### config.mk
export PLATFORM = sky130hd
export DESIGN_NAME = hdp_ctrl
export DESIGN_NICKNAME = d
export VERILOG_FILES = /design/src/hdp_pkg.sv /design/src/hdp_ctrl.sv
export SDC_FILE = /design/constraint.sdc
export NUM_CORES = 1
export LEC_CHECK = 0
export ABC_AREA = 1
export BUFFER_PORTS_ARGS = -buffer_cell sky130_fd_sc_hd__buf_2
export CAP_MARGIN = 20
export CORE_ASPECT_RATIO = 0.9
export CORE_MARGIN = 8
export CORE_UTILIZATION = 48
export CTS_CLUSTER_DIAMETER = 30
export DETAILED_ROUTE_END_ITERATION = 12
export GPL_ROUTABILITY_DRIVEN = 1
export PLACE_DENSITY = 0.75
export SLEW_MARGIN = 0
export SYNTH_ARGS = -nofsm -noshare
export SYNTH_HDL_FRONTEND = slang
export SYNTH_SLANG_ARGS = --single-unit
### constraint.sdc
create_clock -name aclk -period 1.35 [get_ports aclk]
set_input_delay 0.135 -clock aclk [delete_from_list [all_inputs] [get_ports aclk]]
set_output_delay 0.135 -clock aclk [all_outputs]
set_load 0.05 [all_outputs]
### src/hdp_pkg.sv
`timescale 1ns / 1ps

package hdp_pkg;

    localparam int DEF_WIDTH_LOG2  = 8;
    localparam int DEF_HEIGHT_LOG2 = 8;
    localparam int DEF_DEPTH_BITS  = 24;

    localparam int COORD_BITS = 8;
    localparam int OUT_BITS   = 24;
    localparam int LEVEL_BITS = 4;

    localparam logic [1:0] REQ_UPDATE = 2'd0;
    localparam logic [1:0] REQ_QUERY  = 2'd1;
    localparam logic [1:0] REQ_READ   = 2'd2;
    localparam logic [1:0] REQ_CLEAR  = 2'd3;

    typedef enum logic [3:0] {
        ST_CLEAR,
        ST_IDLE,
        ST_WBASE,
        ST_CHILD,
        ST_RCELL,
        ST_CMP,
        ST_QRD,
        ST_QCMP,
        ST_PRD,
        ST_DONE
    } state_t;

    typedef enum logic [1:0] {
        RD_NONE,
        RD_CHILD,
        RD_CELL,
        RD_PIX
    } rd_sel_t;

    typedef enum logic [1:0] {
        ACC_NONE,
        ACC_FIRST,
        ACC_NEXT
    } acc_t;

    typedef enum logic [1:0] {
        WR_NONE,
        WR_BASE,
        WR_CELL,
        WR_CLEAR
    } wr_sel_t;

    typedef struct packed {
        logic                  load;
        rd_sel_t               rd;
        logic [1:0]            child;
        logic [LEVEL_BITS-1:0] lv;
        acc_t                  acc;
        wr_sel_t               wr;
        logic                  emit;
        logic                  vis;
        logic                  pix;
    } hdp_cmd_t;

    typedef struct packed {
        logic span;
        logic occl;
        logic min_eq;
        logic clr_last;
    } hdp_stat_t;

    function automatic int top_level(input int wl, input int hl);
        int m;
        m = (wl < hl) ? wl : hl;
        return (m > 2) ? m - 2 : 0;
    endfunction

    function automatic int coarse_cells(input int wl, input int hl);
        int n;
        int t;
        n = 0;
        t = top_level(wl, hl);
        for (int k = 1; k <= t; k++) begin
            n = n + (1 << (wl + hl - 2 * k));
        end
        return n;
    endfunction

endpackage

### src/hdp_ctrl.sv
`timescale 1ns / 1ps

module hdp_ctrl #(
    parameter int WIDTH_LOG2  = hdp_pkg::DEF_WIDTH_LOG2,
    parameter int HEIGHT_LOG2 = hdp_pkg::DEF_HEIGHT_LOG2
) (
    input  logic              aclk,
    input  logic              aresetn,
    input  logic              s_valid,
    output logic              s_ready,
    input  logic [1:0]        s_req_type,
    output logic              m_valid,
    input  logic              m_ready,
    output hdp_pkg::hdp_cmd_t cmd,
    input  hdp_pkg::hdp_stat_t stat
);
    import hdp_pkg::*;

    localparam logic [LEVEL_BITS-1:0] TOP_LV =
        LEVEL_BITS'(top_level(WIDTH_LOG2, HEIGHT_LOG2));

    state_t                state_reg, state_next;
    logic [1:0]            req_reg, req_next;
    logic [LEVEL_BITS-1:0] lv_reg, lv_next;
    logic [1:0]            ch_reg, ch_next;
    logic                  vis_reg, vis_next;
    logic                  m_valid_reg, m_valid_next;

    always_ff @(posedge aclk) begin
        if (!aresetn) begin
            state_reg   <= ST_CLEAR;
            req_reg     <= REQ_UPDATE;
            lv_reg      <= '0;
            ch_reg      <= '0;
            vis_reg     <= 1'b1;
            m_valid_reg <= 1'b0;
        end else begin
            state_reg   <= state_next;
            req_reg     <= req_next;
            lv_reg      <= lv_next;
            ch_reg      <= ch_next;
            vis_reg     <= vis_next;
            m_valid_reg <= m_valid_next;
        end
    end

    always_comb begin
        state_next   = state_reg;
        req_next     = req_reg;
        lv_next      = lv_reg;
        ch_next      = ch_reg;
        vis_next     = vis_reg;
        m_valid_next = m_valid_reg && !m_ready;
        s_ready      = 1'b0;
        cmd          = '0;
        cmd.lv       = lv_reg;
        cmd.child    = ch_reg;
        cmd.vis      = vis_reg;
        cmd.pix      = (req_reg == REQ_READ);
        cmd.rd       = RD_NONE;
        cmd.acc      = ACC_NONE;
        cmd.wr       = WR_NONE;
        case (state_reg)
            ST_CLEAR: begin
                cmd.wr = WR_CLEAR;
                if (stat.clr_last) begin
                    state_next = (req_reg == REQ_CLEAR) ? ST_DONE : ST_IDLE;
                end
            end
            ST_IDLE: begin
                s_ready = 1'b1;
                if (s_valid) begin
                    cmd.load = 1'b1;
                    req_next = s_req_type;
                    vis_next = 1'b1;
                    case (s_req_type)
                        REQ_UPDATE: state_next = ST_WBASE;
                        REQ_QUERY: begin
                            lv_next    = TOP_LV;
                            state_next = (TOP_LV == '0) ? ST_DONE : ST_QRD;
                        end
                        REQ_READ: state_next = ST_PRD;
                        default: state_next = ST_CLEAR;
                    endcase
                end
            end
            ST_WBASE: begin
                cmd.wr  = WR_BASE;
                lv_next = LEVEL_BITS'(1);
                ch_next = '0;
                state_next = (TOP_LV == '0) ? ST_DONE : ST_CHILD;
            end
            ST_CHILD: begin
                cmd.rd  = RD_CHILD;
                cmd.acc = (ch_reg == 2'd0) ? ACC_NONE :
                          (ch_reg == 2'd1) ? ACC_FIRST : ACC_NEXT;
                ch_next = ch_reg + 2'd1;
                if (ch_reg == 2'd3) begin
                    state_next = ST_RCELL;
                end
            end
            ST_RCELL: begin
                cmd.rd     = RD_CELL;
                cmd.acc    = ACC_NEXT;
                state_next = ST_CMP;
            end
            ST_CMP: begin
                if (stat.min_eq) begin
                    state_next = ST_DONE;
                end else begin
                    cmd.wr = WR_CELL;
                    if (lv_reg == TOP_LV) begin
                        state_next = ST_DONE;
                    end else begin
                        lv_next    = lv_reg + LEVEL_BITS'(1);
                        ch_next    = '0;
                        state_next = ST_CHILD;
                    end
                end
            end
            ST_QRD: begin
                if (stat.span) begin
                    state_next = ST_DONE;
                end else begin
                    cmd.rd     = RD_CELL;
                    state_next = ST_QCMP;
                end
            end
            ST_QCMP: begin
                if (stat.occl) begin
                    vis_next   = 1'b0;
                    state_next = ST_DONE;
                end else if (lv_reg == LEVEL_BITS'(1)) begin
                    state_next = ST_DONE;
                end else begin
                    lv_next    = lv_reg - LEVEL_BITS'(1);
                    state_next = ST_QRD;
                end
            end
            ST_PRD: begin
                cmd.rd     = RD_PIX;
                state_next = ST_DONE;
            end
            ST_DONE: begin
                if (!m_valid_reg || m_ready) begin
                    cmd.emit     = 1'b1;
                    m_valid_next = 1'b1;
                    state_next   = ST_IDLE;
                end
            end
            default: state_next = ST_IDLE;
        endcase
    end

    assign m_valid = m_valid_reg;

    a_emit_sets_valid: assert property (@(posedge aclk) disable iff (!aresetn)
        cmd.emit |=> m_valid_reg)
        else $error("result not presented after emit");

    a_level_range: assert property (@(posedge aclk) disable iff (!aresetn)
        (state_reg == ST_CHILD || state_reg == ST_QRD || state_reg == ST_CMP)
            |-> (lv_reg >= LEVEL_BITS'(1) && lv_reg <= TOP_LV))
        else $error("pyramid level out of range");

    a_accept_leaves_idle: assert property (@(posedge aclk) disable iff (!aresetn)
        (s_valid && s_ready) |=> state_reg != ST_IDLE)
        else $error("transaction accepted without starting work");

    a_emit_slot_free: assert property (@(posedge aclk) disable iff (!aresetn)
        cmd.emit |-> (!m_valid_reg || m_ready))
        else $error("result overwritten while pending");

endmodule

# After elaboration in Yosys (flattened, before gate mapping)
# Index checks and enable logic that the tools add are counted.
dict set report classes {
  n_addsub 3
  eq_ne 27
  mux 39
  n_reduce_logical 15
}
# cell count
set ops {}
lappend ops {{$mux 4} 16}
lappend ops {{$pmux 4 s10} 1}
lappend ops {{$eq 4x3->1 const B} 5}
lappend ops {{$ne 2x2->1 const B} 9}
lappend ops {{$pmux 4 s4} 1}
lappend ops {{$mux 2} 6}
lappend ops {{$pmux 2 s3} 2}
lappend ops {{$pmux 4 s3} 1}
lappend ops {{$mux 1} 9}
lappend ops {{$eq 2x2->1 const B} 4}
lappend ops {{$eq 4x1->1 const B} 2}
lappend ops {{$eq 4x2->1 const B} 2}
lappend ops {{$eq 4x4->1 const B} 2}
lappend ops {{$pmux 2 s4} 1}
lappend ops {{$reduce_and 7->1} 1}
lappend ops {{$reduce_and 3->1} 2}
lappend ops {{$add 4x1->4 const B} 1}
lappend ops {{$eq 2x1->1 const B} 2}
lappend ops {{$logic_not 2->1} 2}
lappend ops {{$logic_not 4->1} 1}
lappend ops {{$pmux 2 s2} 1}
lappend ops {{$reduce_and 4->1} 1}
lappend ops {{$reduce_bool 4->1} 1}
lappend ops {{$sub 4x1->4 const B} 1}
lappend ops {{other kinds (9)} 10}
dict set report totals {
  register_bits 14
  in_bits 10
}

# Depth between registers and ports, before layout
# Gate-level depths: netlist of the first run.
dict set report depth {
  ltp_word 4
  ltp_mapped 10
}

# Worst setup path before layout of the first run
# Ideal clock, no wire load.
dict set report synth_path {
  path_kind {flip-flop to output port}
  start {register ch_reg[0]}
  end {output port cmd[6] (netlist name)}
  t_arrival_ps 2242
  required_ps 1215
  slack_ps -1027
  stages_incl_launch_ff 4
  n_path_buf 0
  cell_sequence {dfxtp_1 -> inv_1 -> ha_1 -> o31ai_1}
}
# element line
set synth_lines {}
lappend synth_lines {{start: declaration} hdp_ctrl.sv:25} ;# logic [1:0] ch_reg, ch_next;
lappend synth_lines {{start signal: assignment} hdp_ctrl.sv:41} ;# ch_reg <= ch_next;
lappend synth_lines {{end: declaration} hdp_ctrl.sv:14} ;# output hdp_pkg::hdp_cmd_t cmd,

==> impl_results.md, run 1 <==
* Buffers on Ports at 27
* Post-Synth Simple-Gate Area at 0.449
* Grt ovf at 0
* Syn_area_per_cell at 6.65 µm²
* Critical-path top delay cell: dfxtp_4
* Most frequent cell after synthesis: nand2_1
* Ports at 28
* Filler cell count at around 130
* Outcome: finished with violations
* Fraction of registers with async set or reset after synthesis at 0
* WL/cell at around 17 µm
* Combinational family with the most area after synthesis: simple AND/OR/NAND/NOR gates
* Minimum clock period at between 1.5 and 2 ns
* Vias in the first global route at between 1000 and 1500
* Overall routed net length at between 4000 and 5000 µm
* Syn Inst Count at between 150 and 200
* Post-synthesis net count at 200
* Worst Path Arrival at about 1.4 ns
* # nets final at approximately 260
* Synth top cells by count: nand2_1, nor2_1, inv_1, dfxtp_1, a21oi_1
* Yosys cell types at 29
* P&R area growth vs syn at 68.9%
* Number of hold violations in the final report at 0
* H-Tree Depth at 1
* DR vias/cell at around 5.6
* Pwr Density at 857 mW/mm²
* Max Root-Sink Buffers at 2
* Final setup margin at -0.216 ns
* Post-synthesis mux area share at 0
* Root buf cell: clkbuf_4
* Hold Path Class: input port to flop
* Worst path bufs/invs at 2
* # hold bufs at CTS at 0
* Die Wd at 69.0 µm
* Syn. warnings at 0
* Initial antenna violation count at 0
* CTS Buf Count at 3
* Core Box Area at 0.00242 mm²
* CTS tree: yes
* Synth Area in Compound Gates at 0.112
* Fin Hold WS at ~0.084 ns
* Dpl ws at -0.156 ns
* Synth Area in Adders at 0.0826
* Crit end category: output pin
* Relative slew slack at 0.760
* Vias post-DR at around 1500
* Pin count of the biggest net entering global routing at 10
* Initial DRC Count at 72
* First-pass GRT wire length at just under 7000 µm
* Kind of critical path: flop to output pin
* Non-filler cells, final at between 200 and 300
* Placement Rows at 17
* Seq/Total Area, Yosys at 0.231
* Number of max-cap violations at 0
* Number of enable flip-flop cells after synthesis at 0
* Fin area at between 0.002 and 0.0025 mm²
* Fmax at about 640 MHz
* Critical Path RT at between 1 and 1.5 ns
* Seq. cell area at around 310 µm²
* Failing checks: setup timing
* Worst-path cell chain: nand2_4, nor2_4, inv_4, o31ai_4, buf_6
* Inserted Diodes at 0
* Ys flop type: dfxtp_1
* Clk Latency, worst-skew pair at just under 0.3 ns
* GRT Overall Usage at 0.194
* Area of the mapped netlist at between 0.001 and 0.0015 mm²
* Inst Count DP at 249
* Final setup viols at 18
* Setup TNS at -2.60 ns
* RSZ-0062 raised after global routing: yes
* Setup Skew at 0.0111 ns
* Yosys top cell area share at 0.231
* Area of the multi-input gates at around 0.0010 mm²
* Largest cells by area after synthesis: dfxtp_1, nand2_1, ha_1, nor2_1, inv_1
* RD Place Congestion at 0.972
* Post-DRT Antenna Nets at 0
* Worst-Margin Slew at approximately 0.36 ns
* Maximum resistive drop on vdd at between 0.0007 and 0.0008 V
* CP peak stage delay at between 0.4 and 0.5 ns
* Final max-slew violation count at 0
* Crit start category: flop
* Clock-pin slew on the worst setup and hold paths at 0.09 ns
* DP HPWL at between 2000 and 3000 µm
* CTS Sinks at 14
* Die area at ~0.0044 mm²
* Cell family with most CP delay: flip-flops
* Drc violations at 0
* Starting density of the core at 0.499
* Die Span Y at between 60 and 70 µm
* Pleak at between 0.9 and 1 nW
* Fin crit share at 1.16
* Area leader, netlist: dfxtp_1
* Drt pass-1 iters at 4
* XOR/XNOR share of the synthesized area at 0.0145
* Share of cells above drive strength 1 at 0.582
* FF+latch count, synth at 14
* Crit Path Max Fanout at 6
* Placed cell areas at 0.00154 mm²
## layer usage
metal	GRT usage	wire, µm	vias to the layer above
li1	-	-	701
met1	0.238	1760	714
met2	0.326	2350	78
met3	0.0336	442	23
met4	0.0576	146	0
met5	0	0	-
## kinds of logic after synthesis
kind of cell | Yosys count
compound gates | 22
xor+xnor | 2
fa+ha+maj | 8
buf+inv | 31
flops | 14
simple gates | 105
## power by group
part	leakage, nW	switching [mW]	internal [mW]
clock network	0.0154	0.144	0.107
registers	0.121	0.0695	0.449
logic	0.800	0.605	0.379
## metrics by stage
step / power, mW / utilization
after floorplan: 1.02 / -
after global placement: 1.20 / 0.636
after detailed placement: 1.22 / 0.636
after CTS: 1.62 / 0.778
after global routing: 1.83 / 0.844
final: 1.75 / 0.844
## final timing paths
kind / depth (start not counted) / end / slack (ns) / start
setup / recovery: 5 / cmd[6] / -0.22 / state_reg[0]
hold / removal: 2 / vis_reg / 0.08 / aresetn
setup reg to reg: 10 / state_reg[3] / -0.20 / state_reg[3]
hold reg to reg: 2 / vis_reg / 0.48 / vis_reg
## layout by cell type, fill, tap and decap left out, types with 2 or more instances in the layout
master,synthesis,layout
buf_2,1,19
ha_1,8,7
o21ai_1,2,2
dfxtp_1,14,4
inv_2,5,5
nor2_1,24,13
o211ai_1,2,2
inv_8,0,3
buf_6,0,13
inv_4,1,4
inv_1,21,14
nand3_1,10,8
nor2_2,4,6
nand2_4,7,11
dfxtp_4,0,8
clkinv_1,1,2
dfxtp_2,0,2
nor2_4,5,14
buf_8,0,4
nand4_1,5,5
clkbuf_4,0,3
a21oi_2,0,4
nand3_2,1,2
nand2_1,42,31
buf_12,0,2
nand2_8,0,2
nand3b_1,2,2
buf_4,1,23
a21oi_1,11,7
nand2_2,4,9
xor2_1,2,2
## final cells by class
cell class | count | share of cell area
clock buffers | 3 | 0.0110
clock inverters | 1 | 0.00183
inverters | 28 | 0.0697
multi-input cells | 137 | 0.496
well taps | 28 | 0.0171
repair buffers | 61 | 0.251
flip-flops and latches | 14 | 0.153
## timing repair
action | CTS | global route
endpoints found under the setup margin | 17 | 21
pin swaps | 13 | 23
setup buffers | 13 | 9
gates resized for setup | 63 | 35
Power figures use the tool's default switching activity.
==> inputs of run 2 (changes only) <==
--- a/config.mk
+++ b/config.mk
@@ -9,12 +9,12 @@
 export BUFFER_PORTS_ARGS = -buffer_cell sky130_fd_sc_hd__buf_2
 export CAP_MARGIN = 20
 export CORE_ASPECT_RATIO = 0.9
-export CORE_MARGIN = 8
+export CORE_MARGIN = 4
 export CORE_UTILIZATION = 48
 export CTS_CLUSTER_DIAMETER = 30
 export DETAILED_ROUTE_END_ITERATION = 12
 export GPL_ROUTABILITY_DRIVEN = 1
-export PLACE_DENSITY = 0.75
+export PLACE_DENSITY = 0.78
 export SLEW_MARGIN = 0
 export SYNTH_ARGS = -nofsm -noshare
 export SYNTH_HDL_FRONTEND = slang
==> impl_results.md, run 2 (synthesized netlist as in run 1, its figures left out) <==
* Initial antenna violation count at 0 (unchanged)
* Pin count of the biggest net entering global routing at 10 (unchanged)
* RSZ-0062 raised after global routing: yes (unchanged)
* RD Place Congestion at 0.933 (was 0.972)
* Initial DRC Count at 124 (was 72)
* Core Box Area at 0.00228 mm² (was 0.00242 mm²)
* Clock-pin slew on the worst setup and hold paths at 0.10 ns (was 0.09 ns)
* Crit end category: output pin (unchanged)
* Fin crit share at 1.20 (was 1.16)
* Filler cell count at 124 (was 129)
* Share of cells above drive strength 1 at 0.565 (was 0.582)
* Final setup margin at -0.265 ns (was -0.216 ns)
* Cell family with most CP delay: simple AND/OR/NAND/NOR gates (was flip-flops)
* Root buf cell: clkbuf_4 (unchanged)
* Die Span Y at 55.7 µm (was 63.7 µm)
* Drt pass-1 iters at 5 (was 4)
* Hold Path Class: input port to flop (unchanged)
* Grt ovf at 0 (unchanged)
* GRT Overall Usage at 0.241 (was 0.194)
* CP peak stage delay at 0.37 ns (was 0.46 ns)
* Inserted Diodes at 0 (unchanged)
* Relative slew slack at 0.750 (was 0.760)
* Worst Path Arrival at 1.48 ns (was 1.43 ns)
* Clk Latency, worst-skew pair at 0.29 ns (about the same)
* Placed cell areas at 0.00155 mm² (was 0.00154 mm²)
* Number of hold violations in the final report at 0 (unchanged)
* Drc violations at 0 (unchanged)
* Critical Path RT at 1.22 ns (about the same)
* Starting density of the core at 0.531 (was 0.499)
* # nets final at 265 (was 263)
* Final setup viols at 19 (was 18)
* Die Wd at 61.0 µm (was 69.0 µm)
* Switching part of the total power at 0.463 (was 0.467)
* Power share of the combinational group at 0.570 (was 0.561)
* Number of max-cap violations at 0 (unchanged)
* Setup Skew at 0.00932 ns (was 0.0111 ns)
* Worst-path cell chain: inv_2, nor2_4, nand2_1, nor2_4, nor2_2, nand2_2, buf_8 (was nand2_4, nor2_4, inv_4, o31ai_4, buf_6)
* Flop pwr share at 0.278 (was 0.295)
* Crit Path Max Fanout at 3 (was 6)
* Ports at 28 (unchanged)
* First-pass GRT wire length at 6330 µm (was 6840 µm)
* Maximum resistive drop on vdd at 0.000832 V (was 0.000730 V)
* DR vias/cell at 5.89 (was 5.57)
* Area of the multi-input gates at 975 µm² (was 0.00101 mm²)
* Clock Power Share at 0.152 (was 0.143)
* Overall routed net length at 5080 µm (was 4700 µm)
* Vias in the first global route at 1361 (was 1493)
* Kind of critical path: flop to output pin (unchanged)
* Pleak at 0.910 nW (was 0.936 nW)
* P&R area growth vs syn at 62.5% (was 68.9%)
* Final max-slew violation count at 0 (unchanged)
* Commonest cells after routing, fill and taps aside: nand2_1, buf_4, buf_2 (unchanged)
* Worst path bufs/invs at 2 (unchanged)
* Most common cell after layout, fill and taps aside: nand2_1 (unchanged)
* CTS Sinks at 14 (unchanged)
* Internal power at 0.964 mW (was 0.935 mW)
* Buffers on Ports at 27 (unchanged)
* Fmax at 619 MHz (was 639 MHz)
* Fin area at 0.00197 mm² (was 0.00205 mm²)
* Critical-path top delay cell: dfxtp_2 (was dfxtp_4)
* Minimum clock period at 1.61 ns (was 1.57 ns)
* Final Core Density at 0.862 (was 0.844)
* Placement Rows at 16 (was 17)
* Pwr Density at 913 mW/mm² (was 857 mW/mm²)
* Outcome: finished with violations (unchanged)
* Vias post-DR at 1608 (was 1516)
* Failing checks: setup timing (unchanged)
* Max Root-Sink Buffers at 2 (unchanged)
* WL/cell at 18.6 µm (was 17.3 µm)
* CTS Buf Count at 3 (unchanged)
* Seq. cell area at 308 µm² (was 313 µm²)
* Post-DRT Antenna Nets at 0 (unchanged)
* Worst-Margin Slew at 0.373 ns (was 0.358 ns)
* Die area at 0.00339 mm² (was 0.00439 mm²)
* Crit start category: flop (unchanged)
* # hold bufs at CTS at 0 (unchanged)
* H-Tree Depth at 1 (unchanged)
* Setup TNS at -3.09 ns (was -2.60 ns)
* DP HPWL at 2700 µm (was 2920 µm)
* CTS tree: yes (unchanged)
* Critical Path Most Common Cell: nor2_4
* Switch Pwr at 0.833 mW (was 0.818 mW)
[run 2: cell count changes in the layout (fill, tap and decap cells not counted), sizes merged]
| cell | delta |
|---|---|
| buf | +2 |
| clkbuf | +1 |
| clkinv | -1 |
[run 2: what timing repair did]
action / CTS / global route
resized for setup: 50 / 28
setup endpoints to repair: 16 / 21
pin swaps: 8 / 17
setup buffers: 8 / 10
[run 2: final timing paths]
check               start        end  slack [ns]  cells after the start
max          state_reg[1]    cmd[14]       -0.26                      7
min reg2reg       vis_reg    vis_reg        0.49                      2
max reg2reg  state_reg[0]  lv_reg[0]       -0.21                     11
min               aresetn    vis_reg        0.09                      2
[run 2: per-stage QoR]
| step | hold slack [ns] | instances | total power, mW | setup slack, ns |
|---|---|---|---|---|
| finish | 0.0901 | 273 | 1.80 | -0.265 |
| global route | 0.0872 | 273 | 1.87 | -0.303 |
| CTS | 0.0865 | 263 | 1.61 | -0.173 |
| detailed placement | 0.383 | 251 | 1.22 | -0.0922 |
| global placement | 0.369 | 251 | 1.20 | -0.0765 |
| floorplan | 0.204 | 182 | 1.02 | -0.178 |
[run 2: layout make-up]
cell class              count  area share
repair buffers             63       0.256
inverters                  28      0.0623
flip-flops and latches     14       0.156
multi-input cells         137       0.495
clock buffers               4      0.0134
well taps                  27      0.0172
[run 2: layer usage]
layer	global-route usage	part of all wire	vias to the layer above
li1	-	-	708
met2	0.366	0.48	128
met3	0.0348	0.092	26
met1	0.337	0.38	746
met5	0	0	-
met4	0.0898	0.049	0
[run 2: power groups by stage]
stage                     Sequential, mW  Clock [mW]  Combinational, mW
final                              0.499       0.274               1.02
after global routing               0.503       0.293               1.07
after CTS                          0.494       0.259              0.861
after detailed placement           0.503           0              0.716
after global placement             0.499           0              0.701
after floorplan                    0.541           0              0.474
==> inputs of run 3 (changes only) <==
--- a/config.mk
+++ b/config.mk
@@ -15,6 +15,7 @@
 export DETAILED_ROUTE_END_ITERATION = 12
 export GPL_ROUTABILITY_DRIVEN = 1
 export PLACE_DENSITY = 0.78
+export RECOVER_POWER = 100
 export SLEW_MARGIN = 0
 export SYNTH_ARGS = -nofsm -noshare
 export SYNTH_HDL_FRONTEND = slang
==> impl_results.md, run 3 (synthesized netlist as in run 1, its figures left out) <==
* Number of max-cap violations at 0 (unchanged)
* Final setup viols at 19 (unchanged)
* Vias in the first global route at 1361 (unchanged)
* Placed cell areas at 0.00155 mm² (unchanged)
* Crit end category: output pin (unchanged)
* Crit Path Max Fanout at 3 (unchanged)
* Worst-Margin Slew at 0.596 ns (was 0.373 ns)
* Outcome: finished with violations (unchanged)
* RD Place Congestion at 0.933 (unchanged)
* Fin Hold WS at 0.0918 ns (was 0.0901 ns)
* Post-DRT Antenna Nets at 0 (unchanged)
* Initial DRC Count at 133 (was 124)
* Starting density of the core at 0.531 (unchanged)
* Failing checks: setup timing (unchanged)
* Commonest cells after routing, fill and taps aside: nand2_1, buf_4, inv_1, nor2_1, buf_6 (was nand2_1, buf_4, buf_2)
* Fin area at 0.00197 mm² (about the same)
* Pin count of the biggest net entering global routing at 10 (unchanged)
* Pleak at 0.905 nW (was 0.910 nW)
* Total chip power at 1.80 mW (about the same)
* Overall routed net length at 5100 µm (was 5080 µm)
* Crit start category: flop (unchanged)
* Core Box Area at 0.00228 mm² (unchanged)
* WL/cell at 18.7 µm (was 18.6 µm)
* Buffers on Ports at 27 (unchanged)
* Clock-pin slew on the worst setup and hold paths at 0.10 ns (about the same)
* RSZ-0062 raised after global routing: yes (unchanged)
* Placement Rows at 16 (unchanged)
* Grt ovf at 0 (unchanged)
* Maximum resistive drop on vdd at 0.000838 V (was 0.000832 V)
* Pwr Density at 914 mW/mm² (was 913 mW/mm²)
* Worst Path Arrival at 1.48 ns (about the same)
* Relative slew slack at 0.604 (was 0.750)
* Drt pass-1 iters at 5 (unchanged)
* Dpl ws at -0.0922 ns (unchanged)
* Root buf cell: clkbuf_4 (unchanged)
* Die area at 0.00339 mm² (unchanged)
* Initial antenna violation count at 0 (unchanged)
* Share of cells above drive strength 1 at 0.561 (was 0.565)
* H-Tree Depth at 1 (unchanged)
* Ports at 28 (unchanged)
* Number of hold violations in the final report at 0 (unchanged)
* DP HPWL at 2700 µm (unchanged)
* Drc violations at 0 (unchanged)
* Filler cell count at 125 (was 124)
* Minimum clock period at 1.62 ns (was 1.61 ns)
* P&R area growth vs syn at 62.4% (was 62.5%)
* Fmax at 619 MHz (about the same)
* Most common cell after layout, fill and taps aside: nand2_1 (unchanged)
* Vias post-DR at 1601 (was 1608)
* Kind of critical path: flop to output pin (unchanged)
* Final setup margin at -0.265 ns (about the same)
* # nets final at 265 (unchanged)
* CTS Buf Count at 3 (unchanged)
* Final max-slew violation count at 0 (unchanged)
* Hold Path Class: input port to flop (unchanged)
* Critical Path RT at 1.22 ns (about the same)
* Setup Skew at 0.00720 ns (was 0.00932 ns)
* Fin crit share at 1.20 (about the same)
* Clk Latency, worst-skew pair at 0.29 ns (about the same)
* Setup TNS at -3.03 ns (was -3.09 ns)
* GRT Overall Usage at 0.241 (unchanged)
* Max Root-Sink Buffers at 2 (unchanged)
* Die Wd at 61.0 µm (unchanged)
* Die Span Y at 55.7 µm (unchanged)
* First-pass GRT wire length at 6330 µm (unchanged)
* CTS tree: yes (unchanged)
* Inserted Diodes at 0 (unchanged)
* DR vias/cell at 5.86 (was 5.89)
* CTS Sinks at 14 (unchanged)
-- run 3: cell count changes in the layout (fill, tap and decap cells not counted), sizes merged --
cell	delta
buf	-4
clkbuf	+4
-- run 3: where the power goes --
part	total (mW)	internal, mW	leakage, nW	switching (mW)
Combinational	1.02	0.401	0.770	0.624
Clock	0.275	0.115	0.0150	0.160
Sequential	0.498	0.448	0.120	0.0502
-- run 3: through the flow --
step                std cells   util
finish                    273  0.862
global route              273  0.862
CTS                       263  0.783
detailed placement        251  0.680
global placement          251  0.680
floorplan                 182      -
-- run 3: worst max-delay path, cell delays in order, from the launching register on --
cell and delay [ns]:
dfxtp_2 0.37, inv_2 0.09, nor2_4 0.15, nand2_1 0.13
nor2_4 0.17, nor2_2 0.05, nand2_2 0.08, buf_8 0.14
-- run 3: layout make-up --
class / instances / area, µm² / share of cell area
Sequential cell: 14 / 308 / 0.156
Clock buffer: 4 / 26.3 / 0.0134
Timing Repair Buffer: 63 / 502 / 0.255
Tap cell: 27 / 33.8 / 0.0172
Multi-Input combinational cell: 137 / 975 / 0.496
Inverter: 28 / 123 / 0.0623
-- run 3: path summary, 6_finish.rpt --
check | start | cells past startpoint | slack, ns | end
hold reg to reg | ch_reg[1] | 2 | 0.49 | ch_reg[1]
hold / removal | aresetn | 2 | 0.09 | vis_reg
setup reg to reg | state_reg[0] | 11 | -0.20 | lv_reg[0]
setup / recovery | state_reg[1] | 7 | -0.27 | cmd[14]
-- run 3: timing repair --
action                                  CTS  global route
pin swaps                                 8            17
hold buffers                              0             0
resized for setup                        50            28
gates cloned                              0             0
endpoints found under the setup margin   16            21
setup buffers                             8            10
-- run 3: routing by layer --
layer | share of wire | vias to the layer above | global-route usage
li1 | - | 706 | -
met1 | 0.38 | 741 | 0.337
met2 | 0.47 | 124 | 0.366
met3 | 0.091 | 30 | 0.0348
met4 | 0.052 | 0 | 0.0898
met5 | 0 | - | 0
